===== src/rtl/stip_pkg.sv =====
package stip_pkg;

    localparam int VALUE_BITS_DEF  = 32;
    localparam int OFFSET_BITS_DEF = 16;
    localparam int CH_W            = 8;
    localparam int RADIX_W         = 6;

    localparam logic [RADIX_W-1:0] RADIX_RESET = RADIX_W'(10);
    localparam logic [RADIX_W-1:0] RADIX_AUTO  = RADIX_W'(0);
    localparam logic [RADIX_W-1:0] RADIX_OCT   = RADIX_W'(8);
    localparam logic [RADIX_W-1:0] RADIX_DEC   = RADIX_W'(10);
    localparam logic [RADIX_W-1:0] RADIX_HEX   = RADIX_W'(16);
    localparam logic [RADIX_W-1:0] RADIX_MIN   = RADIX_W'(2);
    localparam logic [RADIX_W-1:0] RADIX_MAX   = RADIX_W'(36);

    // Work handed from the front end to the accumulator.
    typedef enum logic {
        OP_DIGIT = 1'b0,
        OP_EMIT  = 1'b1
    } t_op_kind;

    typedef struct packed {
        t_op_kind           kind;
        logic               clr;    // first op of a new string: clear accumulator
        logic               neg;
        logic [RADIX_W-1:0] radix;
        logic [RADIX_W-1:0] digit;
    } t_op_ctl;

endpackage


===== src/rtl/stip_if.sv =====
interface stip_char_if import stip_pkg::*; ();
    logic            valid;
    logic            ready;
    logic [CH_W-1:0] ch;
    logic            start_req;

    modport source (output valid, output ch, output start_req, input ready);
    modport sink   (input valid, input ch, input start_req, output ready);
endinterface

interface stip_result_if import stip_pkg::*; #(
    parameter int VALUE_BITS  = VALUE_BITS_DEF,
    parameter int OFFSET_BITS = OFFSET_BITS_DEF
) ();
    logic                   valid;
    logic                   ready;
    logic [VALUE_BITS-1:0]  value;
    logic [OFFSET_BITS-1:0] end_offset;
    logic                   converted;
    logic                   overflow;

    modport source (output valid, output value, output end_offset, output converted,
                    output overflow, input ready);
    modport sink   (input valid, input value, input end_offset, input converted,
                    input overflow, output ready);
endinterface


===== src/rtl/stip_front.sv =====
module stip_front import stip_pkg::*; #(
    parameter int OFFSET_BITS = OFFSET_BITS_DEF
) (
    input  logic                   i_clk,
    input  logic                   i_rst_n,
    input  logic                   i_cfg_wen,
    input  logic [RADIX_W-1:0]     i_cfg_wdata,
    input  logic                   i_accept,
    input  logic [CH_W-1:0]        i_ch,
    input  logic                   i_start_req,
    output logic                   o_push,
    output t_op_ctl                o_ctl,
    output logic [OFFSET_BITS-1:0] o_end
);

    localparam logic [CH_W-1:0] CH_TAB   = CH_W'(9);
    localparam logic [CH_W-1:0] CH_CR    = CH_W'(13);
    localparam logic [CH_W-1:0] CH_SPACE = CH_W'(32);
    localparam logic [CH_W-1:0] CH_PLUS  = CH_W'(43);
    localparam logic [CH_W-1:0] CH_MINUS = CH_W'(45);
    localparam logic [CH_W-1:0] CH_ZERO  = CH_W'(48);
    localparam logic [CH_W-1:0] CH_NINE  = CH_W'(57);
    localparam logic [CH_W-1:0] CH_UA    = CH_W'(65);
    localparam logic [CH_W-1:0] CH_UX    = CH_W'(88);
    localparam logic [CH_W-1:0] CH_UZ    = CH_W'(90);
    localparam logic [CH_W-1:0] CH_LA    = CH_W'(97);
    localparam logic [CH_W-1:0] CH_LX    = CH_W'(120);
    localparam logic [CH_W-1:0] CH_LZ    = CH_W'(122);
    localparam logic [RADIX_W-1:0] NOT_DIGIT = '1;

    typedef enum logic [5:0] {
        PH_IDLE   = 6'b000001,
        PH_SPACE  = 6'b000010,
        PH_SIGNED = 6'b000100,
        PH_ZERO   = 6'b001000,
        PH_PREFIX = 6'b010000,
        PH_DIGITS = 6'b100000
    } t_phase;

    function automatic logic [RADIX_W-1:0] digit_of(input logic [CH_W-1:0] c);
        logic [CH_W-1:0] t;
        begin
            t = '0;
            if (c >= CH_ZERO && c <= CH_NINE) begin
                t = c - CH_ZERO;
            end else if (c >= CH_LA && c <= CH_LZ) begin
                t = c - CH_LA + CH_W'(10);
            end else if (c >= CH_UA && c <= CH_UZ) begin
                t = c - CH_UA + CH_W'(10);
            end else begin
                t = CH_W'(NOT_DIGIT);
            end
            digit_of = t[RADIX_W-1:0];
        end
    endfunction

    logic [RADIX_W-1:0]     r_radix, n_radix;
    t_phase                 r_phase, n_phase;
    logic                   r_neg, n_neg;
    logic [RADIX_W-1:0]     r_ar, n_ar;
    logic [OFFSET_BITS-1:0] r_pos, n_pos;
    logic                   r_clr_pend, n_clr_pend;

    t_phase                 ph;
    logic [OFFSET_BITS-1:0] cur;
    logic [RADIX_W-1:0]     dig;
    logic                   is_space;
    logic                   subj;
    logic                   dend;
    logic                   push;
    logic                   clr;

    assign n_radix = i_cfg_wen ? i_cfg_wdata : r_radix;

    always_comb begin
        ph       = i_start_req ? PH_SPACE : r_phase;
        cur      = i_start_req ? '0 : r_pos;
        clr      = i_start_req | r_clr_pend;
        dig      = digit_of(i_ch);
        is_space = (i_ch == CH_SPACE) || (i_ch >= CH_TAB && i_ch <= CH_CR);

        n_phase  = ph;
        n_neg    = i_start_req ? 1'b0 : r_neg;
        n_ar     = i_start_req ? '0 : r_ar;
        n_pos    = (&cur) ? cur : cur + 1'b1;
        subj     = 1'b0;
        dend     = 1'b0;
        push     = 1'b0;
        o_ctl.kind = OP_DIGIT;
        o_end    = cur;

        case (ph)
            PH_SPACE: begin
                if (is_space) begin
                    n_phase = PH_SPACE;
                end else if (i_ch == CH_MINUS) begin
                    n_neg   = 1'b1;
                    n_phase = PH_SIGNED;
                end else if (i_ch == CH_PLUS) begin
                    n_phase = PH_SIGNED;
                end else begin
                    subj = 1'b1;
                end
            end
            PH_SIGNED: subj = 1'b1;
            PH_ZERO: begin
                if (i_ch == CH_LX || i_ch == CH_UX) begin
                    n_ar    = RADIX_HEX;
                    n_phase = PH_PREFIX;
                end else begin
                    n_phase = PH_DIGITS;
                    dend    = 1'b1;
                end
            end
            PH_PREFIX: begin
                push = 1'b1;
                if (dig < RADIX_HEX) begin
                    n_phase = PH_DIGITS;
                end else begin
                    // "0x" with no hex digit: the number is the lone '0'
                    o_ctl.kind = OP_EMIT;
                    o_end      = (cur != '0) ? cur - 1'b1 : '0;
                    n_phase    = PH_IDLE;
                end
            end
            PH_DIGITS: dend = 1'b1;
            default: n_phase = PH_IDLE;
        endcase

        if (subj) begin
            if (i_ch == CH_ZERO && (r_radix == RADIX_AUTO || r_radix == RADIX_HEX)) begin
                n_ar    = (r_radix == RADIX_AUTO) ? RADIX_OCT : RADIX_HEX;
                push    = 1'b1;
                n_phase = PH_ZERO;
            end else begin
                if (r_radix == RADIX_AUTO) begin
                    n_ar = RADIX_DEC;
                end else if (r_radix >= RADIX_MIN && r_radix <= RADIX_MAX) begin
                    n_ar = r_radix;
                end else begin
                    n_ar = '0;
                end
                n_phase = PH_DIGITS;
                dend    = 1'b1;
            end
        end

        if (dend) begin
            push = 1'b1;
            if (dig >= n_ar) begin
                o_ctl.kind = OP_EMIT;
                n_phase    = PH_IDLE;
            end
        end

        o_ctl.clr   = clr;
        o_ctl.neg   = n_neg;
        o_ctl.radix = n_ar;
        o_ctl.digit = dig;
        n_clr_pend  = push ? 1'b0 : clr;
        o_push      = i_accept & push;
    end

    always_ff @(posedge i_clk) begin
        if (!i_rst_n) begin
            r_radix    <= RADIX_RESET;
            r_phase    <= PH_IDLE;
            r_neg      <= 1'b0;
            r_ar       <= '0;
            r_pos      <= '0;
            r_clr_pend <= 1'b0;
        end else begin
            r_radix <= n_radix;
            if (i_accept) begin
                r_phase    <= n_phase;
                r_neg      <= n_neg;
                r_ar       <= n_ar;
                r_pos      <= n_pos;
                r_clr_pend <= n_clr_pend;
            end
        end
    end

endmodule


===== src/rtl/stip_queue.sv =====
module stip_queue import stip_pkg::*; #(
    parameter int W = 8
) (
    input  logic         i_clk,
    input  logic         i_rst_n,
    input  logic         i_push,
    input  logic [W-1:0] i_data,
    output logic         o_full,
    output logic         o_valid,
    output logic [W-1:0] o_data,
    input  logic         i_pop
);

    logic [W-1:0] r_mem [2];
    logic         r_wp, r_rp;
    logic [1:0]   r_cnt;

    assign o_full  = r_cnt[1];
    assign o_valid = (r_cnt != 2'd0);
    assign o_data  = r_mem[r_rp];

    always_ff @(posedge i_clk) begin
        if (i_push) begin
            r_mem[r_wp] <= i_data;
        end
    end

    always_ff @(posedge i_clk) begin
        if (!i_rst_n) begin
            r_wp  <= 1'b0;
            r_rp  <= 1'b0;
            r_cnt <= 2'd0;
        end else begin
            if (i_push) begin
                r_wp <= ~r_wp;
            end
            if (i_pop) begin
                r_rp <= ~r_rp;
            end
            r_cnt <= r_cnt + {1'b0, i_push} - {1'b0, i_pop};
        end
    end

endmodule


===== src/rtl/stip_back.sv =====
module stip_back import stip_pkg::*; #(
    parameter int VALUE_BITS  = VALUE_BITS_DEF,
    parameter int OFFSET_BITS = OFFSET_BITS_DEF
) (
    input  logic                   i_clk,
    input  logic                   i_rst_n,
    input  logic                   i_valid,
    input  t_op_ctl                i_ctl,
    input  logic [OFFSET_BITS-1:0] i_end,
    output logic                   o_pop,
    input  logic                   i_out_ready,
    output logic                   o_out_valid,
    output logic [VALUE_BITS-1:0]  o_value,
    output logic [OFFSET_BITS-1:0] o_end_offset,
    output logic                   o_converted,
    output logic                   o_overflow
);

    localparam int SW = VALUE_BITS + RADIX_W + 1;
    localparam logic [VALUE_BITS-1:0] VMIN = {1'b1, {(VALUE_BITS-1){1'b0}}};
    localparam logic [VALUE_BITS-1:0] VMAX = {1'b0, {(VALUE_BITS-1){1'b1}}};

    logic [VALUE_BITS-1:0] r_acc;
    logic                  r_seen, r_ovf;
    logic                  r_out_valid;

    logic [VALUE_BITS-1:0]         acc_e;
    logic                          seen_e, ovf_e;
    logic [VALUE_BITS+RADIX_W-1:0] prod;
    logic [SW-1:0]                 sum;
    logic [SW-1:0]                 lim;
    logic                          big;

    always_comb begin
        acc_e  = i_ctl.clr ? '0 : r_acc;
        seen_e = i_ctl.clr ? 1'b0 : r_seen;
        ovf_e  = i_ctl.clr ? 1'b0 : r_ovf;
        prod   = acc_e * i_ctl.radix;
        sum    = {1'b0, prod} + SW'(i_ctl.digit);
        // magnitude limit: 2^(N-1) for a negative number, 2^(N-1)-1 otherwise
        lim    = (SW'(1) << (VALUE_BITS - 1)) - SW'(!i_ctl.neg);
        big    = sum > lim;
    end

    assign o_pop       = i_valid & (i_ctl.kind == OP_DIGIT || !r_out_valid || i_out_ready);
    assign o_out_valid = r_out_valid;

    always_ff @(posedge i_clk) begin
        if (o_pop) begin
            case (i_ctl.kind)
                OP_DIGIT: begin
                    r_seen <= 1'b1;
                    if (ovf_e || big) begin
                        r_ovf <= 1'b1;
                        r_acc <= acc_e;
                    end else begin
                        r_ovf <= 1'b0;
                        r_acc <= sum[VALUE_BITS-1:0];
                    end
                end
                OP_EMIT: begin
                    r_seen <= seen_e;
                    r_ovf  <= ovf_e;
                    r_acc  <= acc_e;
                    if (!seen_e) begin
                        o_value <= '0;
                    end else if (ovf_e) begin
                        o_value <= i_ctl.neg ? VMIN : VMAX;
                    end else begin
                        o_value <= i_ctl.neg ? (~acc_e + 1'b1) : acc_e;
                    end
                    o_end_offset <= seen_e ? i_end : '0;
                    o_converted  <= seen_e;
                    o_overflow   <= seen_e & ovf_e;
                end
                default: r_acc <= acc_e;
            endcase
        end
    end

    always_ff @(posedge i_clk) begin
        if (!i_rst_n) begin
            r_out_valid <= 1'b0;
        end else if (o_pop && i_ctl.kind == OP_EMIT) begin
            r_out_valid <= 1'b1;
        end else if (i_out_ready) begin
            r_out_valid <= 1'b0;
        end
    end

endmodule


===== src/rtl/string_to_integer_parser.sv =====
// strtol-style parser, one character word per cycle. A word with start_req
// set opens a new string at offset 0; leading whitespace and one sign are
// skipped, radix 0 detects octal/decimal/hex and radix 0 or 16 takes a "0x"
// prefix. The first non-digit closes the string and yields one result word
// (value, end offset, converted, overflow); words after it are ignored until
// the next start. Overflow saturates the value to the signed min or max.
// Rate: one character per clock when not stalled, no bubbles between strings.
// A result is offered from the clock edge after the one that accepts its
// terminating character: the front end classifies the word as it is taken
// and queues it, and the accumulator does its multiply-add-compare on the
// next edge. It comes later only while an earlier result is still held
// unaccepted. That accumulator loop, one radix multiply and one compare per
// cycle, sets the clock. A 2-word queue sits between the front end and the
// accumulator, and the result register lets digits keep flowing while a
// result waits.
// The radix register is written through i_cfg_wen/i_cfg_wdata (reset 10)
// and must only change while no string is in flight.
module string_to_integer_parser import stip_pkg::*; #(
    parameter int VALUE_BITS  = VALUE_BITS_DEF,
    parameter int OFFSET_BITS = OFFSET_BITS_DEF
) (
    input  logic               i_clk,
    input  logic               i_rst_n,
    input  logic               i_cfg_wen,
    input  logic [RADIX_W-1:0] i_cfg_wdata,
    stip_char_if.sink          i_in,
    stip_result_if.source      o_out
);

    localparam int QW = $bits(t_op_ctl) + OFFSET_BITS;

    // front end -> queue
    logic                   fe_push;
    t_op_ctl                fe_ctl;
    logic [OFFSET_BITS-1:0] fe_end;
    logic                   q_full;
    logic                   accept;

    // queue -> accumulator
    logic                   q_valid;
    logic [QW-1:0]          q_data;
    t_op_ctl                be_ctl;
    logic [OFFSET_BITS-1:0] be_end;
    logic                   be_pop;

    // the front end keeps taking characters as long as the queue has room
    assign i_in.ready = ~q_full;
    assign accept     = i_in.valid & ~q_full;

    stip_front #(
        .OFFSET_BITS (OFFSET_BITS)
    ) u_front (
        .i_clk       (i_clk),
        .i_rst_n     (i_rst_n),
        .i_cfg_wen   (i_cfg_wen),
        .i_cfg_wdata (i_cfg_wdata),
        .i_accept    (accept),
        .i_ch        (i_in.ch),
        .i_start_req (i_in.start_req),
        .o_push      (fe_push),
        .o_ctl       (fe_ctl),
        .o_end       (fe_end)
    );

    stip_queue #(
        .W (QW)
    ) u_queue (
        .i_clk   (i_clk),
        .i_rst_n (i_rst_n),
        .i_push  (fe_push),
        .i_data  ({fe_ctl, fe_end}),
        .o_full  (q_full),
        .o_valid (q_valid),
        .o_data  (q_data),
        .i_pop   (be_pop)
    );

    assign be_ctl = t_op_ctl'(q_data[QW-1:OFFSET_BITS]);
    assign be_end = q_data[OFFSET_BITS-1:0];

    // accumulator and result register
    stip_back #(
        .VALUE_BITS  (VALUE_BITS),
        .OFFSET_BITS (OFFSET_BITS)
    ) u_back (
        .i_clk        (i_clk),
        .i_rst_n      (i_rst_n),
        .i_valid      (q_valid),
        .i_ctl        (be_ctl),
        .i_end        (be_end),
        .o_pop        (be_pop),
        .i_out_ready  (o_out.ready),
        .o_out_valid  (o_out.valid),
        .o_value      (o_out.value),
        .o_end_offset (o_out.end_offset),
        .o_converted  (o_out.converted),
        .o_overflow   (o_out.overflow)
    );

endmodule


===== src/flat_wrapper.sv =====
// flat-port wrapper written by rule: the top's interface ports become plain ports
module string_to_integer_parser_flat import stip_pkg::*;
#(
    parameter int VALUE_BITS  = VALUE_BITS_DEF,
    parameter int OFFSET_BITS = OFFSET_BITS_DEF
)
  (i_clk, i_rst_n, i_cfg_wen, i_cfg_wdata, i_in_valid, i_in_ch, i_in_start_req, i_in_ready, o_out_valid, o_out_value, o_out_end_offset, o_out_converted, o_out_overflow, o_out_ready);
  stip_char_if i_in_i ();
  stip_result_if #(.VALUE_BITS(VALUE_BITS), .OFFSET_BITS(OFFSET_BITS)) o_out_i ();
  input  logic i_clk;
  input  logic i_rst_n;
  input  logic i_cfg_wen;
  input  logic [RADIX_W-1:0] i_cfg_wdata;
  input wire logic [$bits(i_in_i.valid)-1:0] i_in_valid;
  input wire logic [$bits(i_in_i.ch)-1:0] i_in_ch;
  input wire logic [$bits(i_in_i.start_req)-1:0] i_in_start_req;
  output wire logic [$bits(i_in_i.ready)-1:0] i_in_ready;
  output wire logic [$bits(o_out_i.valid)-1:0] o_out_valid;
  output wire logic [$bits(o_out_i.value)-1:0] o_out_value;
  output wire logic [$bits(o_out_i.end_offset)-1:0] o_out_end_offset;
  output wire logic [$bits(o_out_i.converted)-1:0] o_out_converted;
  output wire logic [$bits(o_out_i.overflow)-1:0] o_out_overflow;
  input wire logic [$bits(o_out_i.ready)-1:0] o_out_ready;
  assign i_in_i.valid = i_in_valid;
  assign i_in_i.ch = i_in_ch;
  assign i_in_i.start_req = i_in_start_req;
  assign i_in_ready = i_in_i.ready;
  assign o_out_valid = o_out_i.valid;
  assign o_out_value = o_out_i.value;
  assign o_out_end_offset = o_out_i.end_offset;
  assign o_out_converted = o_out_i.converted;
  assign o_out_overflow = o_out_i.overflow;
  assign o_out_i.ready = o_out_ready;
  string_to_integer_parser #(.VALUE_BITS(VALUE_BITS), .OFFSET_BITS(OFFSET_BITS)) u_core (.i_clk(i_clk), .i_rst_n(i_rst_n), .i_cfg_wen(i_cfg_wen), .i_cfg_wdata(i_cfg_wdata), .i_in(i_in_i), .o_out(o_out_i));
endmodule

===== config.mk =====
export PLATFORM = sky130hd
export DESIGN_NAME = string_to_integer_parser_flat
export DESIGN_NICKNAME = d
export VERILOG_FILES = /design/src/rtl/stip_pkg.sv /design/src/rtl/stip_if.sv /design/src/rtl/stip_front.sv /design/src/rtl/stip_queue.sv /design/src/rtl/stip_back.sv /design/src/rtl/string_to_integer_parser.sv /design/src/flat_wrapper.sv
export SDC_FILE = /design/constraint.sdc
export NUM_CORES = 1
export LEC_CHECK = 0
export BUFFER_PORTS_ARGS = -buffer_cell sky130_fd_sc_hd__buf_2
export CAP_MARGIN = 5
export CELL_PAD_IN_SITES_DETAIL_PLACEMENT = 1
export CELL_PAD_IN_SITES_GLOBAL_PLACEMENT = 1
export CORE_ASPECT_RATIO = 1.1
export CORE_MARGIN = 5
export CORE_UTILIZATION = 40
export CTS_CLUSTER_DIAMETER = 150
export CTS_CLUSTER_SIZE = 30
export DETAILED_ROUTE_END_ITERATION = 16
export PLACE_DENSITY = 0.74
export SLEW_MARGIN = 25
export SYNTH_ARGS = -nofsm -noshare
export SYNTH_HDL_FRONTEND = slang
export SYNTH_SLANG_ARGS = --single-unit

===== constraint.sdc =====
create_clock -name i_clk -period 14.4 [get_ports i_clk]
set_input_delay 0.72 -clock i_clk [delete_from_list [all_inputs] [get_ports i_clk]]
set_output_delay 0.72 -clock i_clk [all_outputs]
set_load 0.05 [all_outputs]

### Yosys cells after proc, flatten, opt, wreduce, memory -nomap -nowiden

Memory sizes are Yosys's and may differ from the RTL's. A register that Yosys moved wholly into a read port is not among the register bits.
Cells that the tools add are included.

* bits in registers: 125
* memory bits (writable): 62
* input port bits: 20
* logic and storage cells: 153
* memories kept: 1

* add/subtract/negate cells: 12
* multiply operators: 1
* $lt $le $gt $ge: 13
* equality and inequality tests: 12
* multiplexer cells: 65
* bitwise operators: 10
* reduce and logical (&&, ||, !) cells: 22

Memories
* u_core.u_queue.r_mem: depth 2, bits a word 31, rd ports 1, clocked after memory_dff 1, write ports 1, line stip_queue.sv:14 `logic [W-1:0] r_mem [2];`

Operators by type and width (count)
* $mux W32: 5
* $mux W6: 20
* $mux W16: 5
* $pmux W32 S2: 1
* $add A38 B6 Y39: 1
* $gt A39 B39 Y1: 1
* $mul A32 B6 Y38: 1
* $sub A32 B1 Y33 const A: 1
* $add A32 B1 Y32 const B: 1
* $eq A8 B6 Y1 const B: 4
* $not A32 Y32: 1
* $mux W1: 28
* $pmux W6 S4: 1
* $add A16 B1 Y16 const B: 1
* $eq A8 B7 Y1 const B: 2
* $ge A8 B7 Y1 const B: 2
* $le A8 B7 Y1 const B: 2
* $reduce_and A16 Y1: 1
* $reduce_bool A16 Y1: 1
* $sub A16 B1 Y16 const B: 1
* $add A6 B4 Y6 const B: 2
* $eq A6 B5 Y1 const B: 2
* $sub A6 B6 Y6 const B: 2
* $ge A8 B4 Y1 const B: 1
* other kinds (26): 48

### Depth between registers and ports, before layout

* depth in word-level cells: 11
* depth in mapped cells: 37
* mapped depth without buffers: 31

### Hierarchy

From an unflattened synthesis, not the netlist that was laid out.

* cells, all modules: 1877
* area total of the unflattened synthesis: 17778.3 µm²

By module, submodules not included
* stip_back: times used 1, cells each 1325, area each 12253.0 µm², seq. area each 2542.4 µm²
* stip_front: times used 1, cells each 434, area each 3049.2 µm², seq. area each 720.7 µm²
* stip_queue: times used 1, cells each 116, area each 2466.1 µm², seq. area each 1961.9 µm²
* string_to_integer_parser: times used 1, cells each 2, area each 10.0 µm², seq. area each 0.0 µm²

### Worst setup path after synthesis

Ideal clock, no wire load.

* path type: register to register
* start: register (tool-made name)
* end: register u_core.u_back.r_acc[19], data pin
* setup time: 0.262 ns
* arrival time: 8.353 ns
* slack: 5.784 ns
* stages on the path, launching flop included: 37
* buffers on the path: 7
* cell sequence: dfxtp_1 mux2i_1 clkbuf_1 clkbuf_1 clkbuf_1 clkbuf_1 buf_1 nand3_1 fa_1 fa_1 inv_1 fa_1 inv_1 fa_1 inv_1 ha_1 o21a_1 o31a_2 a41oi_2 o21a_1 o31a_1 o21ba_2 o21bai_1 xor2_1 ha_1 and3_1 nand3_1 a21oi_1 a211oi_1 nand3_1 o211ai_1 o2111ai_1 nor4_2 nand4bb_1 buf_2 buf_6 mux2_1

RTL lines
* end signal: assignment: line stip_back.sv:58 `r_acc <= sum[VALUE_BITS-1:0];`
* end: declaration: line stip_back.sv:23 `logic [VALUE_BITS-1:0] r_acc;`

==> flow_metrics.env <==
export IMPL_outcome="complete, no violations"
export IMPL_dieArea_sq_mm=0.0462
export IMPL_critPathBufInv=7
export IMPL_avgSynthCellArea_sq_um=9.21
export IMPL_h_tree_depth=4
export IMPL_nets=2125
export IMPL_fin_cells=2416
export IMPL_ctsRootBufferMaster="clkbuf_16"
export IMPL_finalSetupViolations=0
export IMPL_grt_pass1_vias=15141
export IMPL_initial_core_util_pct=40.6
export IMPL_path_clk_slew_ns=0.07
export IMPL_path_delay_family="adder cells"
export IMPL_crit_path_max_incr_delay_ns=0.56
export IMPL_die_height_microns=225
export IMPL_drt_iter0_drc=879
export IMPL_yosysMostFrequentCell="nor2_1"
export IMPL_synthesis_area_sq_mm=0.0168
export IMPL_place_inst=2384
export IMPL_cts_resized=0
export IMPL_maxCapViolCount=0
export IMPL_async_flop_share_pct=0
export IMPL_cts_made_buffers=17
export IMPL_postSynthRegisterBits=188
export IMPL_port_buffers=71
export IMPL_tns_ns=0
export IMPL_slew_headroom_pct=41.4
export IMPL_placementRows=78
export IMPL_finalHoldViolations=0
export IMPL_vias=13880
export IMPL_r2r_cells=33
export IMPL_worst_slew_pin_slew_ns=0.876
export IMPL_num_io_pins=72
export IMPL_slew_viol_final=0
export IMPL_hold_class="primary input to register"
export IMPL_clockBufferDepth=2
export IMPL_drive_gt1_share_pct=10.1
export IMPL_holdBufCountCts=0
export IMPL_grt_max_degree=69
export IMPL_worstSetupPathType="register to register"
export IMPL_cp_end_kind="register"
export IMPL_clock_sinks=188
export IMPL_ys_warn_count=0
export IMPL_rsz0062_at_grt="false"
export IMPL_syn_to_final_growth_pct=8.75
export IMPL_synth_cells=1826
export IMPL_netlist_area_leader_share_pct=26.1
export IMPL_start_kind="register"
export IMPL_yosysTopAreaCell="edfxtp_1"
export IMPL_arrival_ns=9.45
export IMPL_design_core_area_sq_mm=0.0414
export IMPL_postCtsSetupBuffers=0
export IMPL_gp_congestion=0.907
export IMPL_cpMaxStageDelayCell="fa_1"
export IMPL_worstHoldEndpoint="u_core.u_front.r_radix[1]"
export IMPL_wl_per_cell_microns=21.9
export IMPL_die_w_microns=205
export IMPL_period_share_pct=64.2
export IMPL_first_pass_iters=7
export IMPL_max_freq_mhz=108
export IMPL_synth_edf_count=146
export IMPL_grt_usage_pct=23.2
export IMPL_critPathRequiredTime_ns=14.60
export IMPL_dp_hpwl_mm=40.5
export IMPL_n_antenna_cell=0
export IMPL_via_per_inst=5.75
export IMPL_hold_ws_ns=0.483
export IMPL_wl_mm=52.9
export IMPL_r2r_end="u_core.u_back.r_acc[19]"
export IMPL_nFillCells=4816
export IMPL_synth_main_ff_cell="edfxtp_1"
export IMPL_min_period_ns=9.24
export IMPL_synth_area_leaders="edfxtp_1 26%, fa_1 15%, ha_1 10%"
export IMPL_grt_ovfl_total=0
export IMPL_ant_nets=0
export IMPL_grt_first_pass_wirelength_mm=84.6
export IMPL_antenna_found_initial=0
export IMPL_worstHoldStart="i_cfg_wdata[1]"
export IMPL_drc=0
export IMPL_holdPathStages=3
export IMPL_synth_seq_area_share_pct=31.1
export IMPL_mappedNetlistNets=2108
export IMPL_clock_latency_ns=0.47
export IMPL_yosys_top_cells_count="271 x nor2_1, 207 x nand2_1, 146 x edfxtp_1"
export IMPL_skew_ns=0.0199
export IMPL_cp_max_fo=37
export IMPL_ys_types=77
export IMPL_cts_tree="done"
export IMPL_r2r_setup_slack_ns=5.16
==> cell type report <==
type                    instances  area (sq um)  share of cell area (%)
clock buffers                  20           437                    2.39
clock inverters                12           120                   0.657
inverters                     125           469                    2.57
multi-input cells            1419         10800                    59.2
flip-flops and latches        188          5230                    28.6
well taps                     560           701                    3.83
repair buffers                 92           513                    2.81
==> per-layer routing <==
layer / global-route usage (%) / vias up / wire length, microns
met4: 8.90 / 0 / 1910
met2: 40.5 / 339 / 26500
met1: 29.1 / 7060 / 22400
li1: - / 6378 / -
met3: 3.41 / 103 / 2100
met5: 0 / - / 0
==> registers in the layout, indices dropped and copies added, names as in the netlist, 2 cells and up, named ones only <==
register and flops:
u_core.u_queue.r_mem 62, u_core.u_back.o_value 32, u_core.u_back.r_acc 32, u_core.u_back.o_end_offset 16, u_core.u_front.r_pos 16, u_core.u_front.r_ar 6
u_core.u_front.r_phase 6, u_core.u_front.r_radix 6, u_core.u_queue.r_cnt 2
==> worst max-delay path by stage <==
stage	startpoint	endpoint	slack, ns	cells past startpoint
after global routing	register	u_core.u_back.r_acc[19]	4.69	33
after CTS	register	u_core.u_back.r_acc[19]	5.16	33
after global placement	register	u_core.u_back.r_acc[19]	5.47	33
after floorplan	register	u_core.u_back.r_acc[19]	5.78	36
final	register	u_core.u_back.r_acc[19]	5.16	33
after detailed placement	register	u_core.u_back.r_acc[19]	5.21	33
==> metrics by stage <==
step | instance area (sq um) | setup slack (ns) | util, %
2_1_floorplan | 16800 | 5.78 | -
3_3_place_gp | 17700 | 5.47 | 42.8
3_5_place_dp | 17700 | 5.21 | 42.8
4_1_cts | 18300 | 5.16 | 44.2
5_1_grt | 18300 | 4.69 | 44.2
6_report | 18300 | 5.16 | 44.2
==> cell families (layout without fill, tap and decap cells) <==
family | count (synthesis) | after routing | synth area share, %
AOI/OAI and AO/OA | 320 | 320 | 11.7
xor gates and xnor gates | 60 | 60 | 3.12
adders and majority gates | 262 | 262 | 25.0
buffers and inverters | 219 | 249 | 5.06
DFF | 188 | 188 | 31.1
muxes | 82 | 82 | 5.28
and+or+nand+nor | 695 | 695 | 18.7
==> cell usage in the layout (no fill, tap or decap), types with 8 or more instances in the layout <==
master and count:
a31oi_1 26, nor2b_1 13, xnor2_1 44, ha_1 138, nand4_1 22, a21oi_1 101, a211oi_1 12, fa_1 124
and3_1 9, o211ai_1 8, inv_1 123, o31ai_1 10, and2_1 26, o21ai_0 80, o21bai_1 8, buf_4 21
nand3_1 50, a21o_1 11, clkbuf_16 17, mux2_2 24, buf_2 71, nor4_1 13, nor3_1 26, edfxtp_1 146
dfxtp_1 41, o21a_1 13, xor2_1 16, nand2_1 206, nand2b_1 13, mux2i_1 42, nor2_1 269
==> worst register-to-register path: cells and delay by family, from the launching register on <==
family                     cells  cell delay (ns)
adders and majority gates      6             2.79
DFF                            1             0.36
buffers and inverters          7             1.38
xor gates and xnor gates       1             0.33
and+or+nand+nor                5             0.87
AOI/OAI and AO/OA             12             2.58
muxes                          2             0.67
Power is not shown: default switching activity piles up to over one toggle a cycle in this logic, so the estimate is an artifact.
